===== src/hdl/pcds_pkg.sv =====
`default_nettype none
package pcds_pkg;

  // Field widths
  localparam int unsigned COST_W = 7;
  localparam int unsigned RAD_W  = 6;
  localparam int unsigned CRD_W  = 10;
  localparam int unsigned MODE_W = 2;
  localparam int unsigned IDX_W  = 2;
  localparam int unsigned FRAC_W = 10;
  // t runs 0..1.0 in Q10
  localparam int unsigned T_W    = FRAC_W + 1;

  typedef enum logic [MODE_W-1:0] {
    MODE_CLEAR = 2'd0,
    MODE_STAMP = 2'd1,
    MODE_READ  = 2'd2,
    MODE_NONE  = 2'd3
  } mode_t;

  typedef enum logic [IDX_W-1:0] {
    REG_COST_MIN  = 2'd0,
    REG_COST_MAX  = 2'd1,
    REG_INNER_RAD = 2'd2,
    REG_OUTER_RAD = 2'd3
  } reg_idx_t;

  // Handshake between the sequencer and an iterative unit
  typedef struct packed {
    logic busy;
    logic done;
  } unit_stat_t;

endpackage
`default_nettype wire


===== src/hdl/pcds_div.sv =====
`default_nettype none
// Restoring unsigned divider, one quotient bit per cycle.
module pcds_div
  import pcds_pkg::*;
#(
  parameter int unsigned DW = 16,
  parameter int unsigned VW = 6
) (
  input  wire logic          clk,
  input  wire logic          rst,
  input  wire logic          start,
  input  wire logic [DW-1:0] dividend,
  input  wire logic [VW-1:0] divisor,
  output unit_stat_t         stat,
  output logic [DW-1:0]      quot
);
  localparam int unsigned CW = $clog2(DW + 1);

  logic [VW-1:0] dvs;
  logic [VW:0]   rem;
  logic [VW:0]   rem_sh;
  logic [CW-1:0] cnt;
  logic          busy;
  logic          done;

  assign rem_sh = {rem[VW-1:0], quot[DW-1]};

  always_ff @(posedge clk) begin
    if (rst) begin
      busy <= 1'b0;
      done <= 1'b0;
      cnt  <= '0;
    end else begin
      done <= 1'b0;
      if (start && !busy) begin
        busy <= 1'b1;
        cnt  <= '0;
      end else if (busy) begin
        if (cnt == CW'(DW - 1)) begin
          busy <= 1'b0;
          done <= 1'b1;
        end
        cnt <= cnt + 1'b1;
      end
    end
  end

  // Shift-subtract step
  always_ff @(posedge clk) begin
    if (start && !busy) begin
      dvs  <= divisor;
      rem  <= '0;
      quot <= dividend;
    end else if (busy) begin
      if (rem_sh >= {1'b0, dvs}) begin
        rem  <= rem_sh - {1'b0, dvs};
        quot <= {quot[DW-2:0], 1'b1};
      end else begin
        rem  <= rem_sh;
        quot <= {quot[DW-2:0], 1'b0};
      end
    end
  end

  assign stat = '{busy: busy, done: done};
endmodule
`default_nettype wire


===== config.mk =====
export PLATFORM = sky130hd
export DESIGN_NAME = pcds_div
export DESIGN_NICKNAME = d
export VERILOG_FILES = /design/src/hdl/pcds_pkg.sv /design/src/hdl/pcds_div.sv
export SDC_FILE = /design/constraint.sdc
export NUM_CORES = 1
export LEC_CHECK = 0
export ABC_AREA = 0
export BUFFER_PORTS_ARGS = -buffer_cell sky130_fd_sc_hd__buf_2
export CORE_MARGIN = 2
export CORE_UTILIZATION = 52
export CTS_CLUSTER_DIAMETER = 120
export DETAILED_ROUTE_END_ITERATION = 10
export PLACE_DENSITY = 0.88
export SLEW_MARGIN = 25
export SYNTH_ARGS = -nofsm -noshare
export SYNTH_HDL_FRONTEND = slang
export SYNTH_SLANG_ARGS = --single-unit

===== constraint.sdc =====
create_clock -name clk -period 1.99 [get_ports clk]
set_input_delay 0.398 -clock clk [delete_from_list [all_inputs] [get_ports clk]]
set_output_delay 0.398 -clock clk [all_outputs]
set_load 0.03 [all_outputs]

==> results.ini <==
[placement]
routabilityCongestion = 0.802
place_ws_ns = 0.0945
dpl_cell_area_sq_um = 2010
hpwl_um = 2430
port_buffers = 42

[layout]
drive_gt1_frac = 0.390
stdcell_area_sq_um = 2100
layout-area-overhead-vs-synth_pct = 19.2
fillers = 279
diodes = 0
fin_util = 0.639
final_nets = 234
register_area_sq_um = 921
multiInputGateArea_sq_um = 743

[pwr]
vdd_drop_max_v = 0.000669
combPwrFrac = 0.336
powerDensity_nw_per_um2 = 1050
clkPwrFrac = 0.227
p_sw_frac = 0.338
leakagePower_uw = 0.000918
p_switching_uw = 745
p_int_uw = 1460
p_seq_frac = 0.437

[route]
routed_via_density = 5.20
drtIter0Drc = 55
drc = 0
dr_total_vias = 1280
routedWlPerCell_um = 13.2
drt_pre_antenna_iters = 4
wl_met2_um = 1580
wl_met1_um = 1380
drt-total-wl_um = 3240
maxUsedRoutingLayer = met4
antenna_left = 0
wl_met3_um = 224

[timing]
fin_worst_skew_ns = 0.0169
worstMarginPinSlew_ns = 0.592
fin_crit_sh = 0.958
fin_tns_setup_ns = 0
period_needed_ns = 1.91
fin_ws_ns = 0.0834
setup_viol = 0
slew_violations = 0
rsz0062_at_grt = yes
hold_violations = 0
fmax_ghz = 0.524
relSlewSlack = 0.605

[yosys]
synth_seq_area_share = 0.523
syn_area_per_cell_sq_um = 11.5
yosys_warnings = 0
syn_area_sq_um = 1760
synthCells = 153
synth_cell_types = 35
ys_ff_latch = 35
syn_nets = 188

[clock_tree]
cts_hold_buf = 0
h-tree-depth = 2
clock_latency_ns = 0.35
root_buffer = clkbuf_4
clockBufferDepth = 2
cts_made_buffers = 5
cts_sinks = 35
clk_pin_slew_ns = 0.12
cts_tree = done

[worst_setup_path]
crit_type = flip-flop to flip-flop
r2r-start = dvs[4]
start_kind = flip-flop
endpoint_kind = flip-flop
critPathLaunch = dvs[4]
critPathArrivalTime_ns = 2.01
crit_path_max_fanout = 11
crit_required_ns = 2.09

[floorplanning]
die-area_sq_um = 3870
fp.dieH_um = 62.2
dieWidth_um = 62.2
start_util = 0.536
coreArea_sq_um = 3280
row_count = 21
ios = 43

[run]
drv_cap = 0

[hold_path]
min_from = divisor[3]
worstHoldPathType = input pin to flip-flop

[global_routing]
grt_pass1_wl_um = 5440
overflow = 0
antenna_found_initial = 0
grt_pass1_vias = 1305
grt.total_usage = 0.180
grt_max_degree = 25

[outcome]
outcome = finished clean

[final timing paths]
| kind | endpoint | slack, ns | cells after the start |
|---|---|---|---|
| worst min-delay path | dvs[3] | 0.21 | 1 |
| worst max register to register | quot[0] | 0.08 | 6 |
| worst max-delay path | quot[0] | 0.08 | 6 |
| worst min register to register | rem[2] | 0.51 | 2 |
[power groups by stage]
stage | sequential, uW | combinational [uW] | clock (uW)
2_1_floorplan | 1070 | 488 | 0
6_report | 963 | 742 | 502
3_5_place_dp | 978 | 731 | 0
5_1_grt | 975 | 809 | 544
3_3_place_gp | 979 | 699 | 0
4_1_cts | 965 | 732 | 512
[cells in the final DEF (no fill, tap or decap), types with 2 or more instances in the layout]
cell type | synthesis | final
a21oi_1 | 7 | 6
nor2_1 | 12 | 12
dfxtp_1 | 13 | 13
nor3b_1 | 3 | 3
inv_1 | 12 | 11
o21ai_0 | 3 | 3
mux2i_1 | 2 | 2
nand2b_1 | 4 | 4
ha_1 | 9 | 9
buf_4 | 4 | 6
nand4_1 | 2 | 2
o211ai_1 | 3 | 3
mux2_2 | 16 | 16
nor3_1 | 3 | 3
nand2_1 | 9 | 9
edfxtp_1 | 22 | 22
a21o_1 | 3 | 3
clkbuf_4 | 0 | 5
buf_2 | 0 | 42
xor2_1 | 4 | 4
nand3_1 | 3 | 3
[cell usage after synthesis, drive strengths merged]
library cell	instances	area [sq um]
inv	12	45.0
ha	9	113
mux2i	2	20.0
or2b	1	7.51
nor3	3	15.0
a21oi	7	35.0
nor2	12	45.0
xor2	4	35.0
a22oi	1	7.51
a21o	4	31.3
nor4b	1	8.76
clkbuf	4	16.3
nand2	9	33.8
a31o	1	8.76
a31oi	1	6.26
a211o	1	8.76
mux2	16	180
fa	1	20.0
a211oi	1	12.5
dfxtp	13	260
nand3	3	15.0
nor3b	3	22.5
o21ai	4	23.8
buf	5	41.3
nand2b	4	25.0
nand4	2	12.5
nor2b	2	12.5
o211ai	3	22.5
edfxtp	22	661
and3	1	6.26
o31a	1	8.76
[cell families (layout without fill, tap and decap cells)]
family,Yosys count,count (layout),share of synthesized area
DFF,35,35,0.523
AOI/OAI and AO/OA,24,24,0.0938
buffers and inverters,21,68,0.0583
xor gates and xnor gates,4,4,0.0199
and+or+nand+nor,41,41,0.116
adders and majority gates,10,10,0.0753
muxes,18,18,0.114
[final cells by class]
class	count	share of cell area
inverter	12	0.0215
clock inverter	3	0.0185
tap	46	0.0274
multi-input combinational	97	0.354
sequential	35	0.439
clock buffer	5	0.0179
timing repair buffer	48	0.122
[timing repair]
action / 4_1_cts / 5_1_grt
setup buffers: 0 / 1
endpoints found under the setup margin: 0 / 2
gates resized for setup: 0 / 1
[per-layer routing]
layer | track usage | vias up
met4 | 0.0750 | 0
met1 | 0.209 | 595
met5 | 0 | -
met2 | 0.298 | 44
met3 | 0.0707 | 7
li1 | - | 634
[flip-flops by register name (all words and copies together) (netlist names)]
| signal | cells |
|---|---|
| done | 1 |
| cnt | 5 |
| busy | 1 |
| rem | 6 |
| quot | 16 |
| dvs | 6 |
[worst max-delay path, cell delays in order, from the launching register on]
cell	delay [ns]
edfxtp_1	0.34
inv_1	0.04
ha_1	0.34
a21o_1	0.18
a211oi_2	0.24
o21ai_2	0.20
mux2_2	0.31
[metrics by stage]
step                hold WS [ns]  total power (uW)  cells
floorplan                  0.470              1560    153
global placement           0.497              1680    237
detailed placement         0.507              1710    237
CTS                        0.208              2210    245
global route               0.198              2330    246
finish                     0.214              2210    246
No activity file was read; power rests on OpenSTA's default activity.
