$ cat config.mk
export PLATFORM = sky130hd
export DESIGN_NAME = pcds_sqrt
export DESIGN_NICKNAME = d
export VERILOG_FILES = /design/src/hdl/pcds_pkg.sv /design/src/hdl/pcds_sqrt.sv
export SDC_FILE = /design/constraint.sdc
export NUM_CORES = 1
export LEC_CHECK = 0
export CORE_ASPECT_RATIO = 0.9
export CORE_MARGIN = 5
export CORE_UTILIZATION = 30
export CTS_CLUSTER_DIAMETER = 50
export DETAILED_ROUTE_END_ITERATION = 8
export DONT_BUFFER_PORTS = 1
export SYNTH_ARGS = -nofsm -noshare
export SYNTH_HDL_FRONTEND = slang
export SYNTH_SLANG_ARGS = --single-unit
$ cat constraint.sdc
create_clock -name clk -period 2.7 [get_ports clk]
set_input_delay 0.405 -clock clk [delete_from_list [all_inputs] [get_ports clk]]
set_output_delay 0.405 -clock clk [all_outputs]
set_load 0.1 [all_outputs]
$ cat src/hdl/pcds_pkg.sv
`default_nettype none
package pcds_pkg;

  // Field widths
  localparam int unsigned COST_W = 7;
  localparam int unsigned RAD_W  = 6;
  localparam int unsigned CRD_W  = 10;
  localparam int unsigned MODE_W = 2;
  localparam int unsigned IDX_W  = 2;
  localparam int unsigned FRAC_W = 10;
  // t runs 0..1.0 in Q10
  localparam int unsigned T_W    = FRAC_W + 1;

  typedef enum logic [MODE_W-1:0] {
    MODE_CLEAR = 2'd0,
    MODE_STAMP = 2'd1,
    MODE_READ  = 2'd2,
    MODE_NONE  = 2'd3
  } mode_t;

  typedef enum logic [IDX_W-1:0] {
    REG_COST_MIN  = 2'd0,
    REG_COST_MAX  = 2'd1,
    REG_INNER_RAD = 2'd2,
    REG_OUTER_RAD = 2'd3
  } reg_idx_t;

  // Handshake between the sequencer and an iterative unit
  typedef struct packed {
    logic busy;
    logic done;
  } unit_stat_t;

endpackage
`default_nettype wire

$ cat src/hdl/pcds_sqrt.sv
`default_nettype none
// Digit-by-digit integer square root, one result bit per cycle.
module pcds_sqrt
  import pcds_pkg::*;
#(
  parameter int unsigned IN_W = 34
) (
  input  wire logic              clk,
  input  wire logic              rst,
  input  wire logic              start,
  input  wire logic [IN_W-1:0]   radicand,
  output unit_stat_t             stat,
  output logic [IN_W/2-1:0]      root
);
  localparam int unsigned HW = IN_W / 2;
  localparam int unsigned CW = $clog2(HW + 1);

  logic [IN_W-1:0] val;
  logic [HW+1:0]   rem;
  logic [HW+1:0]   rem_sh;
  logic [HW+1:0]   trial;
  logic [CW-1:0]   cnt;
  logic            busy;
  logic            done;
  logic            ge;

  // Bring down two bits, try root*4+1
  always_comb begin
    rem_sh = {rem[HW-1:0], val[IN_W-1:IN_W-2]};
    trial  = {root, 2'b01};
    ge     = (rem_sh >= trial);
  end

  always_ff @(posedge clk) begin
    if (rst) begin
      busy <= 1'b0;
      done <= 1'b0;
      cnt  <= '0;
    end else begin
      done <= 1'b0;
      if (start && !busy) begin
        busy <= 1'b1;
        cnt  <= '0;
      end else if (busy) begin
        if (cnt == CW'(HW - 1)) begin
          busy <= 1'b0;
          done <= 1'b1;
        end
        cnt <= cnt + 1'b1;
      end
    end
  end

  // Datapath
  always_ff @(posedge clk) begin
    if (start && !busy) begin
      val  <= radicand;
      rem  <= '0;
      root <= '0;
    end else if (busy) begin
      val <= {val[IN_W-3:0], 2'b00};
      if (ge) begin
        rem  <= rem_sh - trial;
        root <= {root[HW-2:0], 1'b1};
      end else begin
        rem  <= rem_sh;
        root <= {root[HW-2:0], 1'b0};
      end
    end
  end

  assign stat = '{busy: busy, done: done};
endmodule
`default_nettype wire

==> results of run 1 <==
==> flip-flops by register name, indices dropped and copies added (netlist names) <==
signal and flops:
val 34, cnt 5, rem 17, root 17
busy 1, done 1
==> placed cells by master, fill, tap and decap left out, types with 2 or more instances in the layout <==
cell type,netlist,routed
nand2b_1,3,3
a2111o_1,2,2
o21a_1,3,3
ha_1,21,21
mux2_2,32,32
xnor2_1,6,6
o211ai_1,7,7
o21bai_1,3,3
a221oi_1,2,2
o311ai_1,4,4
edfxtp_1,34,34
o31ai_1,23,23
a211oi_1,4,4
a311o_1,3,3
nand2_1,43,43
xor2_1,9,9
o21ai_0,12,12
nand3_1,7,7
o31ai_2,2,2
inv_1,26,26
bufinv_16,0,2
and2_1,8,8
dfxtp_2,0,14
buf_4,2,25
nand4_1,10,10
nor2b_1,4,3
a21oi_1,17,17
dfxtp_1,41,27
nor3_1,10,10
a41oi_1,4,4
nor2_1,7,7
clkbuf_16,0,9
==> worst reg2reg max path, stage by stage, from the launching register on <==
cell	delay, ns
dfxtp_2	0.33
inv_1	0.05
ha_1	0.42
nand4_2	0.31
nor3_1	0.49
o31a_4	0.25
nor2_4	0.09
a311o_1	0.36
==> area by class of cell <==
class | count | area [um2] | share of cell area
flip-flops and latches | 75 | 1860 | 0.396
inverters | 26 | 97.6 | 0.0208
repair buffers | 25 | 188 | 0.0399
multi-input cells | 270 | 2020 | 0.430
clock buffers | 9 | 225 | 0.0479
well taps | 168 | 210 | 0.0447
clock inverters | 7 | 100 | 0.0213
==> report_power, final <==
group | total, mW | switching, mW | leakage (nW) | internal, mW
clock network | 1.31 | 0.495 | 0.156 | 0.817
registers | 1.49 | 0.110 | 0.685 | 1.38
logic | 2.25 | 1.39 | 0.871 | 0.863
==> logic make-up after synthesis <==
| family | Yosys count | synth area share |
|---|---|---|
| fa+ha+maj | 21 | 0.0647 |
| compound gates | 99 | 0.182 |
| buf+inv | 49 | 0.0506 |
| mux | 33 | 0.0912 |
| flops | 75 | 0.454 |
| simple gates | 102 | 0.125 |
| xor+xnor | 15 | 0.0324 |
==> cells in the mapped netlist (4+ instances only) <==
master	number	area share
buf_1	6	0.0055
o31ai_1	23	0.043
clkbuf_1	9	0.0083
ha_1	21	0.065
buf_2	5	0.0062
o211ai_1	7	0.013
inv_1	26	0.024
o21ai_0	12	0.015
a21oi_1	17	0.021
nand4_1	10	0.015
and2_1	8	0.012
xnor2_1	6	0.013
nor2_1	7	0.0065
a41oi_1	4	0.0086
nand2_1	43	0.040
xor2_1	9	0.019
a211oi_1	4	0.0074
edfxtp_1	34	0.25
nand3_1	7	0.0086
mux2_2	32	0.089
dfxtp_1	41	0.20
nor2b_1	4	0.0062
o311ai_1	4	0.0086
nor3_1	10	0.012
==> layer usage <==
metal / track usage / part of all wire / vias to the layer above
met5: 0 / 0 / -
met4: 0.0383 / 0.017 / 0
met3: 0.0707 / 0.11 / 11
met2: 0.182 / 0.43 / 112
met1: 0.145 / 0.44 / 1395
li1: - / - / 1486
==> worst max path at each step <==
stage                           to  slack (ns)                  from  cells after the start
4_1_cts        rem[3]$_SDFFE_PP0P_        0.31  root[8]$_SDFFE_PP0P_                      7
2_1_floorplan  rem[3]$_SDFFE_PP0P_        0.03  root[5]$_SDFFE_PP0P_                      7
6_report       rem[3]$_SDFFE_PP0P_        0.30  root[8]$_SDFFE_PP0P_                      7
3_3_place_gp   rem[5]$_SDFFE_PP0P_        0.39  root[0]$_SDFFE_PP0P_                      9
5_1_grt        rem[5]$_SDFFE_PP0P_        0.16  root[0]$_SDFFE_PP0P_                      9
3_5_place_dp   rem[3]$_SDFFE_PP0P_        0.35  root[8]$_SDFFE_PP0P_                      7
==> metrics by stage <==
stage | std cells | setup WS, ns | power [mW]
after floorplan | 394 | 0.0302 | 3.23
after global placement | 564 | 0.385 | 3.69
after detailed placement | 564 | 0.352 | 3.73
after CTS | 580 | 0.307 | 5.07
after global routing | 580 | 0.157 | 5.38
final | 580 | 0.301 | 5.06
==> results.yml, run 1 <==
status:
  status: "finished clean"
clock_network:
  clk_pin_slew_ns: 0.06
  cts_buffers: 9
  clock_path_buffers: 2
  hold_buffers: 0
  cts_resized: 0
  htree_levels: 3
  clock-root-buffer: "clkbuf_16"
  cts_tree: "done"
  clock_latency_ns: 0.34
  postCtsSetupBuffers: 0
  cts.sinks: 75
setup_path:
  r2r_cells: 7
  slowest_delay_ns: 0.48
  worstPathRequired_ns: 2.92
  arrival_ns: 2.62
  path_class: "reg -> reg"
  start_kind: "register"
  cp_cell_sequence: "inv_1 > ha_1 > nand4_2 > nor3_1 > o31a_4 > nor2_4 > a311o_1"
  worstPathMaxFanout: 10
  slowest_stage: "nor3_1"
  cp-end-kind: "register"
  reg2reg_from: "root[8]$_SDFFE_PP0P_"
  worst-path-buf-inv: 1
  crit_family: "simple AND/OR/NAND/NOR gates"
  rrSetupSlack_ns: 0.30
  worstReg2RegEnd: "rem[3]$_SDFFE_PP0P_"
synthesis:
  seq_area_frac_synth: 0.454
  ys_ff_latch: 75
  syn_area_um2: 4060
  ys_types: 57
  ys_warn_count: 0
  synthArstFlopShare: 0
  synth-main-ff-cell: "dfxtp_1"
  syn-num-nets: 452
  syn_avg_cell_area_um2: 10.3
  syn_inst: 394
  synth-edff-count: 34
floorplan:
  io_pins: 56
  dieArea_um2: 16000
  floorplan.initialDensity: 0.305
  die_height_um: 120
  dieWidth_um: 133
  rows: 40
  fp.coreArea_um2: 13300
sta:
  clock_skew_ns: 0.00566
  fmax_ghz: 0.417
  setup_tns_ns: 0
  layout_min_cycle_time_ns: 2.40
  hold_viol: 0
  holdWs_ns: 0.126
  setup_viol: 0
  max_slew_margin: 0.362
  finalMaxSlewViolations: 0
  period_share: 0.888
  worstMarginPinSlew_ns: 0.956
  rsz0062_at_grt: "no"
flow_run:
  maxCapViolCount: 0
placement:
  placed_area_um2: 4370
  place_congestion: 0.837
  port-buffer-count: 0
  hpwl_mm: 6.73
global_routing:
  grt_pass1_wl_mm: 15.5
  grt_usage: 0.121
  grt_pass1_vias: 3110
  antenna_found_initial: 0
  grt-ovfl-total: 0
  grt_max_degree: 36
worst_hold_path:
  hold_path_end: "busy$_SDFF_PP0_"
  hold_depth: 1
  hold_path_class: "in -> reg"
  hold_path.startpoint: "rst"
drt:
  vias: 3004
  wl_per_cell_um: 15.9
  wl_mm: 9.20
  ant_nets: 0
  drt-vias-per-instance: 5.18
  drt_iter0_drc: 195
  drc_errors: 0
  drtPass1Iterations: 5
pwr:
  peakVddDrop_v: 0.000404
  power_density_nw_per_um2: 1080
  power_leakage_nw: 1.71
cells_and_area:
  final_layout_size_suffix_gt1_frac: 0.235
  antenna_cells: 0
  stdcell_area_um2: 4700
  syn_to_final_growth_pct: 15.8
  nets: 465
  post-route-util: 0.353
  fill_cells: 1358
Note: power is estimated with default switching activity, not from simulation.
==> run 2, diff against run 1 <==
--- a/config.mk
+++ b/config.mk
@@ -11,6 +11,7 @@
 export CTS_CLUSTER_DIAMETER = 50
 export DETAILED_ROUTE_END_ITERATION = 8
 export DONT_BUFFER_PORTS = 1
+export RECOVER_POWER = 25
 export SYNTH_ARGS = -nofsm -noshare
 export SYNTH_HDL_FRONTEND = slang
 export SYNTH_SLANG_ARGS = --single-unit
==> results.yml, run 2 (same netlist as run 1, synthesis figures left out) <==
pwr:
  p_sw_frac: 0.396
  seq_power_share: 0.295
  power_leakage_nw: 1.65
  pwr-share-clk: 0.261
  peakVddDrop_v: 0.000403
  switchingPower_mw: 1.99
  pwr-share-comb: 0.444
  internal-power_mw: 3.05
  power_density_nw_per_um2: 1090
floorplan:
  rows: 40
  floorplan.initialDensity: 0.305
  dieArea_um2: 16000
  fp.coreArea_um2: 13300
  dieWidth_um: 133
  die_height_um: 120
  io_pins: 56
global_routing:
  antenna_found_initial: 0
  grt_max_degree: 36
  grt-ovfl-total: 0
  grt_usage: 0.121
  grt_pass1_vias: 3110
  grt_pass1_wl_mm: 15.5
placement:
  port-buffer-count: 0
  hpwl_mm: 6.73
  place_congestion: 0.837
  placed_area_um2: 4370
cells_and_area:
  layout_common_cells: "nand2_1, edfxtp_1, mux2_2, dfxtp_1, inv_1"
  largest_register: "val"
  largest_reg_flops: 34
  final_layout_size_suffix_gt1_frac: 0.194
  multi_input_area_um2: 2010
  fill_cells: 1370
  stdcell_area_um2: 4640
  nets: 465
  syn_to_final_growth_pct: 14.3
  reg.largest.list: "val x34, rem x17, root x17"
  ff_latch_area_um2: 1860
  antenna_cells: 0
  final_common_cell: "nand2_1"
clock_network:
  cts.sinks: 75
  cts_buffers: 9
  htree_levels: 3
  clock-root-buffer: "clkbuf_16"
  postCtsSetupBuffers: 0
  clk_pin_slew_ns: 0.06
  hold_buffers: 0
  cts_resized: 0
  cts_tree: "done"
  clock_latency_ns: 0.34
  clock_path_buffers: 2
drt:
  drt-vias-per-instance: 5.12
  drtPass1Iterations: 4
  vias: 2970
  drc_errors: 0
  wl_mm: 9.24
  wl_per_cell_um: 15.9
  ant_nets: 0
  drt_iter0_drc: 173
setup_path:
  arrival_ns: 2.62
  worstPathMaxFanout: 10
  worstPathRequired_ns: 2.92
  start_kind: "register"
  r2r_cells: 7
  cp-end-kind: "register"
  path_class: "reg -> reg"
sta:
  max_slew_margin: 0.165
  finalMaxSlewViolations: 0
  layout_min_cycle_time_ns: 2.40
  clock_skew_ns: 0.00582
  period_share: 0.889
  hold_viol: 0
  fmax_ghz: 0.417
  rsz0062_at_grt: "no"
  worstMarginPinSlew_ns: 1.25
  setup_viol: 0
  setup_tns_ns: 0
worst_hold_path:
  hold_depth: 1
  hold_path_class: "in -> reg"
flow_run:
  maxCapViolCount: 0
status:
  status: "finished clean"
[run 2: cell types whose count changed in the layout (fill, tap and decap cells not counted), sizes merged]
| cell | delta |
|---|---|
| buf | -13 |
| clkbuf | +13 |
[run 2: metal layers]
metal / vias to the layer above / GRT usage / wire length (um)
li1: 1490 / - / -
met4: 0 / 0.0383 / 140
met2: 93 / 0.182 / 4000
met5: - / 0 / 0
met3: 10 / 0.0707 / 987
met1: 1377 / 0.145 / 4110
[run 2: final cells by class]
class                           count  share of cell area
Clock buffer                        9              0.0485
Clock inverter                      7              0.0216
Inverter                           26              0.0210
Multi-Input combinational cell    270               0.434
Sequential cell                    75               0.400
Tap cell                          168              0.0453
Timing Repair Buffer               25              0.0299
[run 2: path summary, 6_finish.rpt]
kind,slack (ns),from,end
setup / recovery,0.30,root[8]$_SDFFE_PP0P_,rem[3]$_SDFFE_PP0P_
hold / removal,0.13,rst,busy$_SDFF_PP0_
setup reg to reg,0.30,root[8]$_SDFFE_PP0P_,rem[3]$_SDFFE_PP0P_
hold reg to reg,0.49,root[7]$_SDFFE_PP0P_,root[7]$_SDFFE_PP0P_
[run 2: power groups by stage]
stage                     Combinational (mW)  Clock, mW  Sequential, mW
after floorplan                         1.66          0            1.57
after global placement                  2.18          0            1.51
after detailed placement                2.21          0            1.51
after CTS                               2.23       1.36            1.49
after global routing                    2.45       1.41            1.51
final                                   2.24       1.31            1.49
[run 2: worst max-delay path, stage by stage (launching register included)]
cell and delay, ns:
dfxtp_2 0.33, inv_1 0.05, ha_1 0.42, nand4_2 0.30
nor3_1 0.48, o31a_4 0.25, nor2_4 0.09, a311o_1 0.36
[run 2: stage by stage]
step	power [mW]	utilization	setup slack [ns]	instances	hold slack [ns]
5_1_grt	5.37	0.349	0.158	580	0.118
2_1_floorplan	3.23	-	0.0302	394	0.447
4_1_cts	5.07	0.353	0.307	580	0.109
3_3_place_gp	3.69	0.329	0.385	564	0.472
6_report	5.04	0.349	0.301	580	0.131
3_5_place_dp	3.73	0.329	0.352	564	0.474
